--- src/hw/rtl/spd_pkg.sv ---
// Shared types and constants for the serial packet deframer.
// Used by spd_front, spd_queue, spd_back and serial_packet_deframer.
`timescale 1ns / 1ps

package spd_pkg;

	localparam int BYTE_W = 8;
	localparam int LEN_W  = 4;
	localparam int IDX_W  = 4;
	localparam int CFG_IDX_W = 8;

	// Longest length field a frame may carry (13 bytes per frame at most)
	localparam logic [BYTE_W-1:0] CAPACITY_LENGTH = 8'd9;

	// Configuration register indexes
	localparam logic [CFG_IDX_W-1:0] REG_HEADER_FIRST  = 8'd0;
	localparam logic [CFG_IDX_W-1:0] REG_HEADER_SECOND = 8'd1;
	localparam logic [CFG_IDX_W-1:0] REG_MIN_LENGTH    = 8'd2;
	localparam logic [CFG_IDX_W-1:0] REG_MAX_LENGTH    = 8'd3;

	// Reset values of the configuration registers
	localparam logic [BYTE_W-1:0] RST_HEADER_FIRST  = 8'hAA;
	localparam logic [BYTE_W-1:0] RST_HEADER_SECOND = 8'h55;
	localparam logic [LEN_W-1:0]  RST_MIN_LENGTH    = 4'd2;
	localparam logic [LEN_W-1:0]  RST_MAX_LENGTH    = 4'd9;

	// Configuration as seen by the front end
	typedef struct packed {
		logic [BYTE_W-1:0] header_first;
		logic [BYTE_W-1:0] header_second;
		logic [LEN_W-1:0]  min_length;
		logic [LEN_W-1:0]  max_length;
	} cfg_t;

	// Completed-frame descriptor handed from front to back
	typedef struct packed {
		logic             slot;
		logic [IDX_W-1:0] count;
		logic             ok;
	} desc_t;

endpackage

--- src/hw/rtl/spd_front.sv ---
// Front end: header hunt, length check, byte storage and checksum.
// Depends on spd_pkg; writes into the frame memory held by spd_back.
`timescale 1ns / 1ps

module spd_front #(
	parameter int Depth = 16
) (
	input  logic                      clk,
	input  logic                      arst_n,
	input  spd_pkg::cfg_t             cfg,
	input  logic                      in_valid,
	output logic                      in_stall,
	input  logic [spd_pkg::BYTE_W-1:0] rx_byte,
	input  logic                      q_full,
	output logic                      push,
	output spd_pkg::desc_t            desc,
	output logic                      wr_en,
	output logic [$clog2(Depth):0]    wr_addr,
	output logic [spd_pkg::BYTE_W-1:0] wr_data
);
	import spd_pkg::*;

	localparam int IW = $clog2(Depth);
	localparam int FW = $clog2(Depth + 1);

	logic [FW-1:0]     fill_q, fill_d;
	logic              slot_q;
	logic [LEN_W-1:0]  left_q, left_d;
	logic              zero_len_q, zero_len_d;
	logic              hi_zero_q, hi_zero_d;
	logic [BYTE_W-1:0] sum_q, sum_d;
	logic [FW-1:0]     idx;
	logic              accept;
	logic              drop;

	assign accept   = in_valid && !q_full;
	assign in_stall = q_full;

	// A full buffer restarts the write position before the byte is used
	assign idx = (fill_q == FW'(Depth)) ? '0 : fill_q;

	// Length high byte must be zero and the low byte must fit the configured window and the output capacity
	assign drop = !hi_zero_q
		|| (rx_byte > {4'b0, cfg.max_length})
		|| (rx_byte < {4'b0, cfg.min_length})
		|| (rx_byte > CAPACITY_LENGTH);

	assign wr_addr = {slot_q, IW'(idx)};
	assign wr_data = rx_byte;

	// Classify the accepted byte by its position in the frame
	always_comb begin
		fill_d     = fill_q;
		left_d     = left_q;
		zero_len_d = zero_len_q;
		hi_zero_d  = hi_zero_q;
		sum_d      = sum_q;
		wr_en      = 1'b0;
		push       = 1'b0;
		desc.slot  = slot_q;
		desc.count = IDX_W'(idx + FW'(1));
		desc.ok    = (sum_q == rx_byte);
		if (accept) begin
			if (idx == FW'(0)) begin
				// hunting the first header byte
				wr_en  = (rx_byte == cfg.header_first);
				fill_d = wr_en ? FW'(1) : FW'(0);
			end else if (idx == FW'(1)) begin
				// second header; a mismatch is not retried as a first header
				wr_en  = (rx_byte == cfg.header_second);
				fill_d = wr_en ? FW'(2) : FW'(0);
			end else if (idx == FW'(2)) begin
				wr_en     = 1'b1;
				fill_d    = FW'(3);
				hi_zero_d = (rx_byte == '0);
				sum_d     = rx_byte;
			end else if (idx == FW'(3)) begin
				wr_en      = 1'b1;
				fill_d     = drop ? FW'(0) : FW'(4);
				left_d     = rx_byte[LEN_W-1:0];
				zero_len_d = (rx_byte == '0);
				sum_d      = sum_q + rx_byte;
			end else begin
				// payload; zero length never reaches its end before overflow
				wr_en  = 1'b1;
				fill_d = idx + FW'(1);
				if (!zero_len_q && left_q == LEN_W'(1)) begin
					push   = 1'b1;
					fill_d = FW'(0);
				end else begin
					left_d = left_q - LEN_W'(1);
					sum_d  = sum_q + rx_byte;
				end
			end
		end
	end

	// Control state
	always_ff @(posedge clk or negedge arst_n) begin
		if (!arst_n) begin
			fill_q <= '0;
			slot_q <= 1'b0;
		end else begin
			fill_q <= fill_d;
			if (push) begin
				slot_q <= !slot_q;
			end
		end
	end

	// Frame bookkeeping, only meaningful inside a frame
	always_ff @(posedge clk) begin
		left_q     <= left_d;
		zero_len_q <= zero_len_d;
		hi_zero_q  <= hi_zero_d;
		sum_q      <= sum_d;
	end

	a_fill_range: assert property (@(posedge clk) disable iff (!arst_n)
		fill_q <= FW'(Depth))
		else $error("fill position beyond buffer depth");

	a_push_restart: assert property (@(posedge clk) disable iff (!arst_n)
		push |=> (fill_q == '0 && slot_q != $past(slot_q)))
		else $error("frame end did not restart hunt and switch slot");

endmodule

--- src/hw/rtl/spd_queue.sv ---
// Two-entry queue of completed-frame descriptors between front and back.
// Depends on spd_pkg for desc_t.
`timescale 1ns / 1ps

module spd_queue (
	input  logic           clk,
	input  logic           arst_n,
	input  logic           push,
	input  spd_pkg::desc_t push_desc,
	input  logic           pop,
	output logic           full,
	output logic           head_valid,
	output spd_pkg::desc_t head_desc
);
	import spd_pkg::*;

	desc_t      ent_q [2];
	logic       wr_ptr_q;
	logic       rd_ptr_q;
	logic [1:0] cnt_q;

	assign full       = (cnt_q == 2'd2);
	assign head_valid = (cnt_q != 2'd0);
	assign head_desc  = ent_q[rd_ptr_q];

	// Pointers and occupancy
	always_ff @(posedge clk or negedge arst_n) begin
		if (!arst_n) begin
			wr_ptr_q <= 1'b0;
			rd_ptr_q <= 1'b0;
			cnt_q    <= 2'd0;
		end else begin
			if (push) begin
				wr_ptr_q <= !wr_ptr_q;
			end
			if (pop) begin
				rd_ptr_q <= !rd_ptr_q;
			end
			cnt_q <= cnt_q + 2'(push) - 2'(pop);
		end
	end

	// Entry storage
	always_ff @(posedge clk) begin
		if (push) begin
			ent_q[wr_ptr_q] <= push_desc;
		end
	end

	a_no_overrun: assert property (@(posedge clk) disable iff (!arst_n)
		push |-> !full)
		else $error("descriptor pushed into full queue");

	a_no_underrun: assert property (@(posedge clk) disable iff (!arst_n)
		pop |-> head_valid)
		else $error("descriptor popped from empty queue");

endmodule

--- src/hw/rtl/spd_back.sv ---
// Back end: frame memory (two slots) and byte-by-byte frame playback.
// Depends on spd_pkg; takes descriptors from spd_queue, writes from spd_front.
`timescale 1ns / 1ps

module spd_back #(
	parameter int Depth = 16
) (
	input  logic                       clk,
	input  logic                       arst_n,
	input  logic                       wr_en,
	input  logic [$clog2(Depth):0]     wr_addr,
	input  logic [spd_pkg::BYTE_W-1:0] wr_data,
	input  logic                       q_valid,
	input  spd_pkg::desc_t             q_desc,
	output logic                       pop,
	output logic                       out_valid,
	input  logic                       out_stall,
	output logic [spd_pkg::BYTE_W-1:0] frame_byte,
	output logic [spd_pkg::IDX_W-1:0]  byte_index,
	output logic                       last_byte,
	output logic                       checksum_ok
);
	import spd_pkg::*;

	localparam int IW    = $clog2(Depth);
	localparam int MEM_N = 2 ** (IW + 1);

	logic [BYTE_W-1:0] mem [MEM_N];

	logic [IDX_W-1:0]  rd_idx_q;
	logic              rd_last;
	logic [IW:0]       rd_addr;
	logic              issue;
	logic              move;
	logic              out_free;

	logic              valid_s1;
	logic [BYTE_W-1:0] rd_data_s1;
	logic [IDX_W-1:0]  idx_s1;
	logic              last_s1;
	logic              ok_s1;

	logic              out_valid_q;
	logic [BYTE_W-1:0] byte_q;
	logic [IDX_W-1:0]  index_q;
	logic              last_q;
	logic              ok_q;

	assign out_free = !out_valid_q || !out_stall;
	assign issue    = q_valid && (!valid_s1 || out_free);
	assign move     = valid_s1 && out_free;
	assign rd_last  = (IDX_W'(rd_idx_q + IDX_W'(1)) == q_desc.count);
	assign rd_addr  = {q_desc.slot, IW'(rd_idx_q)};
	assign pop      = issue && rd_last;

	assign out_valid   = out_valid_q;
	assign frame_byte  = byte_q;
	assign byte_index  = index_q;
	assign last_byte   = last_q;
	assign checksum_ok = ok_q;

	// Frame memory: front writes, playback reads with registered data
	always_ff @(posedge clk) begin
		if (wr_en) begin
			mem[wr_addr] <= wr_data;
		end
		if (issue) begin
			rd_data_s1 <= mem[rd_addr];
			idx_s1     <= rd_idx_q;
			last_s1    <= rd_last;
			ok_s1      <= q_desc.ok;
		end
	end

	// Output register payload
	always_ff @(posedge clk) begin
		if (move) begin
			byte_q  <= rd_data_s1;
			index_q <= idx_s1;
			last_q  <= last_s1;
			ok_q    <= ok_s1;
		end
	end

	// Playback control
	always_ff @(posedge clk or negedge arst_n) begin
		if (!arst_n) begin
			rd_idx_q    <= '0;
			valid_s1    <= 1'b0;
			out_valid_q <= 1'b0;
		end else begin
			if (issue) begin
				rd_idx_q <= rd_last ? '0 : rd_idx_q + IDX_W'(1);
			end
			if (issue) begin
				valid_s1 <= 1'b1;
			end else if (move) begin
				valid_s1 <= 1'b0;
			end
			if (move) begin
				out_valid_q <= 1'b1;
			end else if (!out_stall) begin
				out_valid_q <= 1'b0;
			end
		end
	end

	a_read_hold: assert property (@(posedge clk) disable iff (!arst_n)
		(valid_s1 && !out_free) |=> (valid_s1 && $stable(rd_data_s1)))
		else $error("read data lost while output was stalled");

endmodule

--- src/hw/rtl/serial_packet_deframer.sv ---
// Top level of the serial packet deframer: configuration registers and wiring.
// Depends on spd_pkg, spd_front, spd_queue and spd_back.
//
//  port group       | dir | handshake          | content
//  -----------------+-----+--------------------+-------------------------------------
//  in_*  / rx_byte  | in  | in_valid/in_stall  | one received serial byte
//  out_* / frame_*  | out | out_valid/out_stall| frame_byte, byte_index, last_byte,
//                   |     |                    | checksum_ok
//  cfg_*            | in  | cfg_we             | cfg_index selects register, cfg_data
//
// Flow: the front end takes one byte per cycle while in_stall is low; a completed
// frame is replayed one byte per cycle unless out_stall holds it, via the queue,
// read and output registers, limited by the single read port of the frame memory.
// Reset: arst_n clears control state and loads the register defaults; no pass.
// Stalls: input stalls only while two completed frames wait for playback, as
// the frame memory holds two frame slots.
`timescale 1ns / 1ps

module serial_packet_deframer #(
	parameter int FRAME_BUFFER_DEPTH = 16
) (
	input  logic                          clk,
	input  logic                          arst_n,
	input  logic                          in_valid,
	output logic                          in_stall,
	input  logic [spd_pkg::BYTE_W-1:0]    rx_byte,
	output logic                          out_valid,
	input  logic                          out_stall,
	output logic [spd_pkg::BYTE_W-1:0]    frame_byte,
	output logic [spd_pkg::IDX_W-1:0]     byte_index,
	output logic                          last_byte,
	output logic                          checksum_ok,
	input  logic                          cfg_we,
	input  logic [spd_pkg::CFG_IDX_W-1:0] cfg_index,
	input  logic [spd_pkg::BYTE_W-1:0]    cfg_data
);
	import spd_pkg::*;

	localparam int AW = $clog2(FRAME_BUFFER_DEPTH) + 1;

	cfg_t              cfg_q;
	logic              push;
	desc_t             push_desc;
	logic              q_full;
	logic              q_valid;
	desc_t             q_desc;
	logic              pop;
	logic              wr_en;
	logic [AW-1:0]     wr_addr;
	logic [BYTE_W-1:0] wr_data;

	// Configuration registers; unknown indexes are ignored
	always_ff @(posedge clk or negedge arst_n) begin
		if (!arst_n) begin
			cfg_q.header_first  <= RST_HEADER_FIRST;
			cfg_q.header_second <= RST_HEADER_SECOND;
			cfg_q.min_length    <= RST_MIN_LENGTH;
			cfg_q.max_length    <= RST_MAX_LENGTH;
		end else if (cfg_we) begin
			case (cfg_index)
				REG_HEADER_FIRST:  cfg_q.header_first  <= cfg_data;
				REG_HEADER_SECOND: cfg_q.header_second <= cfg_data;
				REG_MIN_LENGTH:    cfg_q.min_length    <= cfg_data[LEN_W-1:0];
				REG_MAX_LENGTH:    cfg_q.max_length    <= cfg_data[LEN_W-1:0];
				default: begin
				end
			endcase
		end
	end

	spd_front #(
		.Depth(FRAME_BUFFER_DEPTH)
	) u_front (
		.clk      (clk),
		.arst_n   (arst_n),
		.cfg      (cfg_q),
		.in_valid (in_valid),
		.in_stall (in_stall),
		.rx_byte  (rx_byte),
		.q_full   (q_full),
		.push     (push),
		.desc     (push_desc),
		.wr_en    (wr_en),
		.wr_addr  (wr_addr),
		.wr_data  (wr_data)
	);

	spd_queue u_queue (
		.clk        (clk),
		.arst_n     (arst_n),
		.push       (push),
		.push_desc  (push_desc),
		.pop        (pop),
		.full       (q_full),
		.head_valid (q_valid),
		.head_desc  (q_desc)
	);

	spd_back #(
		.Depth(FRAME_BUFFER_DEPTH)
	) u_back (
		.clk         (clk),
		.arst_n      (arst_n),
		.wr_en       (wr_en),
		.wr_addr     (wr_addr),
		.wr_data     (wr_data),
		.q_valid     (q_valid),
		.q_desc      (q_desc),
		.pop         (pop),
		.out_valid   (out_valid),
		.out_stall   (out_stall),
		.frame_byte  (frame_byte),
		.byte_index  (byte_index),
		.last_byte   (last_byte),
		.checksum_ok (checksum_ok)
	);

endmodule

--- config.mk ---
export PLATFORM = sky130hd
export DESIGN_NAME = serial_packet_deframer
export DESIGN_NICKNAME = d
export VERILOG_FILES = /design/src/hw/rtl/spd_pkg.sv /design/src/hw/rtl/spd_front.sv /design/src/hw/rtl/spd_queue.sv /design/src/hw/rtl/spd_back.sv /design/src/hw/rtl/serial_packet_deframer.sv
export SDC_FILE = /design/constraint.sdc
export NUM_CORES = 1
export LEC_CHECK = 0
export BUFFER_PORTS_ARGS = -buffer_cell sky130_fd_sc_hd__buf_4
export CAP_MARGIN = 20
export CORE_MARGIN = 1.5
export CORE_UTILIZATION = 56
export CTS_CLUSTER_SIZE = 16
export DETAILED_ROUTE_END_ITERATION = 10
export GPL_ROUTABILITY_DRIVEN = 1
export PLACE_DENSITY = 0.73
export SYNTH_ARGS = -nofsm -noshare
export SYNTH_HDL_FRONTEND = slang
export SYNTH_HIERARCHICAL = 1
export SYNTH_SLANG_ARGS = --single-unit
--- constraint.sdc ---
create_clock -name clk -period 4.3 [get_ports clk]
set_input_delay 0 -clock clk [delete_from_list [all_inputs] [get_ports clk]]
set_output_delay 0 -clock clk [all_outputs]
set_load 0.02 [all_outputs]
==> summary.md <==
| Metric | Value |
|---|---|
| CP max FO | `8` |
| Min Tclk post-route | `approximately 3.5 ns` |
| Number of antenna violations at the first check in global routing | `0` |
| PostCTS Resize Cnt | `0` |
| Number of standard cells in the final layout excluding fillers | `around 1200` |
| Status | `completed` |
| Worst Setup Start Kind | `register` |
| Required time of the critical path | `approximately 4.4 ns` |
| P per Cell Area | `around 550 nW/um^2` |
| Final worst clock skew | `~0.019 ns` |
| Fmax | `about 290 MHz` |
| Final hold violations | `0` |
| IR Drop Worst-Case VDD | `a little under 0.5 mV` |
| Setup violators final | `0` |
| Io pins | `45` |
| Total negative slack | `0 ns` |
| Final nets | `between 900 and 1000` |
| Total number of placement rows | `59` |
| Post-DP HPWL | `roughly 18 mm` |
| Clock buffer count from CTS | `37` |
| Via density per instance | `~6.1` |
| Distinct cells, synth | `59` |
| Worst slack at placement | `between 0.8 and 0.9 ns` |
| Headroom to the max-slew limit | `between 20% and 30%` |
| Minimum hold slack | `0.02643 ns` |
| Worst hold-check path type | `input pin to register` |
| Cell at the root of the clock tree | `clkbuf_16` |
| IO buf count | `44` |
| GRT Total Usage | `between 20% and 30%` |
| Dpl cells | `1128` |
| DRC errors left | `0` |
| Number of clock sinks | `350` |
| Maximum single-stage delay on the critical path | `around 0.67 ns` |
| Vert. Die Dim | `around 160 um` |
| Effective utilization at floorplan | `roughly 57%` |
| Number of max-slew violations in the final report | `0` |
| Top cell type's share of synthesized area | `63.36%` |
| Critical-path top delay cell | `nor2_1` |
| Routed wire per std cell | `23.23 um` |
| Prevailing post-synth register cell | `edfxtp_1` |
| Top cells by area in the synthesized netlist | `edfxtp_1, mux4_2, dfrtp_1` |
| Count of state elements after synthesis | `350` |
| Width of the chip | `165.0 um` |
| Power Total | `9.150 mW` |
| Number of synthesis warnings | `6` |
| Crit Path Category | `register to register` |
| Number of detailed-route iterations in the first pass | `5` |
| Data arrival time at the worst-slack endpoint | `approximately 3.6 ns` |
| Number of instances in the synthesized netlist | `between 700 and 800` |
| Ordered cell list for the critical path | `inv_1 > ha_1 > nor3b_2 > nand4_1 > or4_1 > nand2_1 > or3b_2 > nor2_1` |
| Number of DRC markers after the initial detailed-route iteration | `650` |
| Total setup buffers inserted after CTS | `0` |
| Static leakage | `~5.7 nW` |
| Number of global-route vias before repair | `~7400` |
| Portion of the post-synthesis area used by sequential elements | `between 70 and 80%` |
| GR Overflow Total | `0` |
| Final setup slack of the worst path | `~0.84 ns` |
| Pin count of the biggest net entering global routing | `between 60 and 70` |
| Max-capacitance violation count | `0` |
| Setup repair after global routing missed its margin | `no` |
| TritonCTS clock tree | `done` |
| Full die area | `around 27000 um^2` |
| Via count | `about 7400` |
| Maximum buffer depth of the clock tree | `3` |
| Total core area | `25910 um^2` |
| Area added between synthesis and finish | `12.96%` |
| Number of levels the H-tree was split into | `2` |
| Fraction of final layout cells sized beyond drive strength 1 | `between 20% and 30%` |
| Antenna diode count | `0` |
| Clock input transition at the sequential cells of the worst setup and hold paths | `around 0.060 ns` |
| Type of element capturing the critical path | `register` |
| Total wirelength of the detailed-routed design | `around 28 mm` |
| Share of async-settable or async-resettable flops after synthesis | `roughly 11%` |
| Library cell occupying the most area in the post-synthesis netlist | `edfxtp_1` |
| Post-synthesis area per instance | `18.67 um^2` |
| First-pass GRT wire length | `43.85 mm` |
| Commonest cells in the netlist | `edfxtp_1, mux4_2, nor2_1` |
| R2R setup slack | `between 0.8 and 0.9 ns` |
| Synthesized Nets | `840` |
| Area of the mapped netlist | `14690 um^2` |
| Final weighted congestion in routability-driven placement | `0.8086` |
| Most numerous cell in the Yosys netlist | `edfxtp_1` |
| Antenna-violating nets left | `0` |
| Clock latency on the worst-skew pair | `0.52 ns` |
| Number of enable flip-flop cells after synthesis | `310` |
| Post-route clock period utilization | `80.57%` |
| Transition time at the pin with the least slew margin | `between 1 and 1.5 ns` |
metrics by stage:
step                      utilization, %  cell area (um^2)
after global routing               64.05             16600
final                              64.05             16600
after floorplan                        -             14690
after CTS                          64.05             16600
after detailed placement           58.71             15210
after global placement             58.71             15210
cells by family (layout without fill, tap and decap cells):
kind of cell	after synthesis	after routing	share of synthesized area (%)
flops	350	350	70.27
simple gates	140	140	5.101
xor+xnor	33	33	2.069
compound gates	60	60	2.444
buf+inv	62	155	2.334
fa+ha+maj	24	24	2.095
mux	118	118	15.69
flip-flops by register name, indices dropped and copies added, names as in the netlist, 2 cells and up:
name / cells
u_back/mem: 256
cfg_q: 24
u_queue/ent_q: 12
u_back/frame_byte: 8
u_back/rd_data_s1: 8
u_front/sum_q: 8
u_front/fill_q: 5
u_back/byte_index: 4
u_back/idx_s1: 4
u_back/rd_idx_q: 4
u_front/left_q: 4
u_queue/cnt_q: 2
final cells by class:
cell class | count | area (um^2)
sequential | 350 | 10330
fill | 1740 | 9315
multi-input combinational | 375 | 4025
clock buffer | 43 | 969.7
timing repair buffer | 70 | 578.1
tap | 335 | 419.2
clock inverter | 23 | 203.9
inverter | 19 | 71.32
path summary, 6_finish.rpt:
| kind | to | startpoint | depth (start not counted) |
|---|---|---|---|
| worst min-delay path | u_front/fill_q[3] | in_valid | 4 |
| max in group asynchronous | u_back/rd_idx_q[0] | arst_n | 4 |
| min in group asynchronous | u_back/rd_idx_q[2] | arst_n | 3 |
| worst min register to register | u_back/frame_byte[7] | u_back/rd_data_s1[7] | 0 |
| worst max-delay path | u_back/mem[8][3] | u_front/fill_q[0] | 8 |
| worst max register to register | u_back/mem[8][3] | u_front/fill_q[0] | 8 |
power breakdown:
group          total [mW]  switching, mW  internal, mW
registers            4.14          0.125          4.02
clock network        3.05           1.25          1.80
logic                1.96          0.995         0.964
metal layers:
metal	global-route usage (%)	vias up	wire [um]
met5	0	-	0
met4	6.102	0	466
met3	3.918	36	1899
met2	34.43	267	13490
met1	31.90	3858	12370
li1	-	3252	-
repair_timing:
action / 4_1_cts / 5_1_grt
hold endpoints to repair: 328 / 0
hold buffers: 21 / 0
endpoints found under the setup margin: 0 / 0
worst max-delay path: cells and delay by family (launching register included):
kind,cells,cell delay (ns)
adders and majority gates,1,0.17
and+or+nand+nor,6,2.33
buffers and inverters,1,0.14
DFF,1,0.45
cell usage in the layout, fill, tap and decap left out, types with 4 or more instances in the layout:
master	Yosys	final
mux4_1	14	14
clkinv_2	0	11
mux4_2	66	66
nand2b_1	5	5
nand2_1	25	25
nand3_1	11	11
and2_1	4	4
inv_1	19	19
clkbuf_16	0	38
ha_1	23	23
o21ai_0	15	15
mux2_4	6	6
nand3b_1	7	7
dfrtp_1	29	27
nor2b_1	4	4
edfxtp_1	310	310
nor2_1	49	49
xor2_1	16	16
nor4_1	6	6
buf_4	12	49
dlygate4sd3_1	0	21
clkinv_1	0	7
a211oi_1	4	4
dfstp_2	11	11
mux2_2	32	32
a21oi_1	20	20
clkbuf_1	14	5
nand4_1	5	5
xnor2_1	16	16
Power figures use the tool's default switching activity.
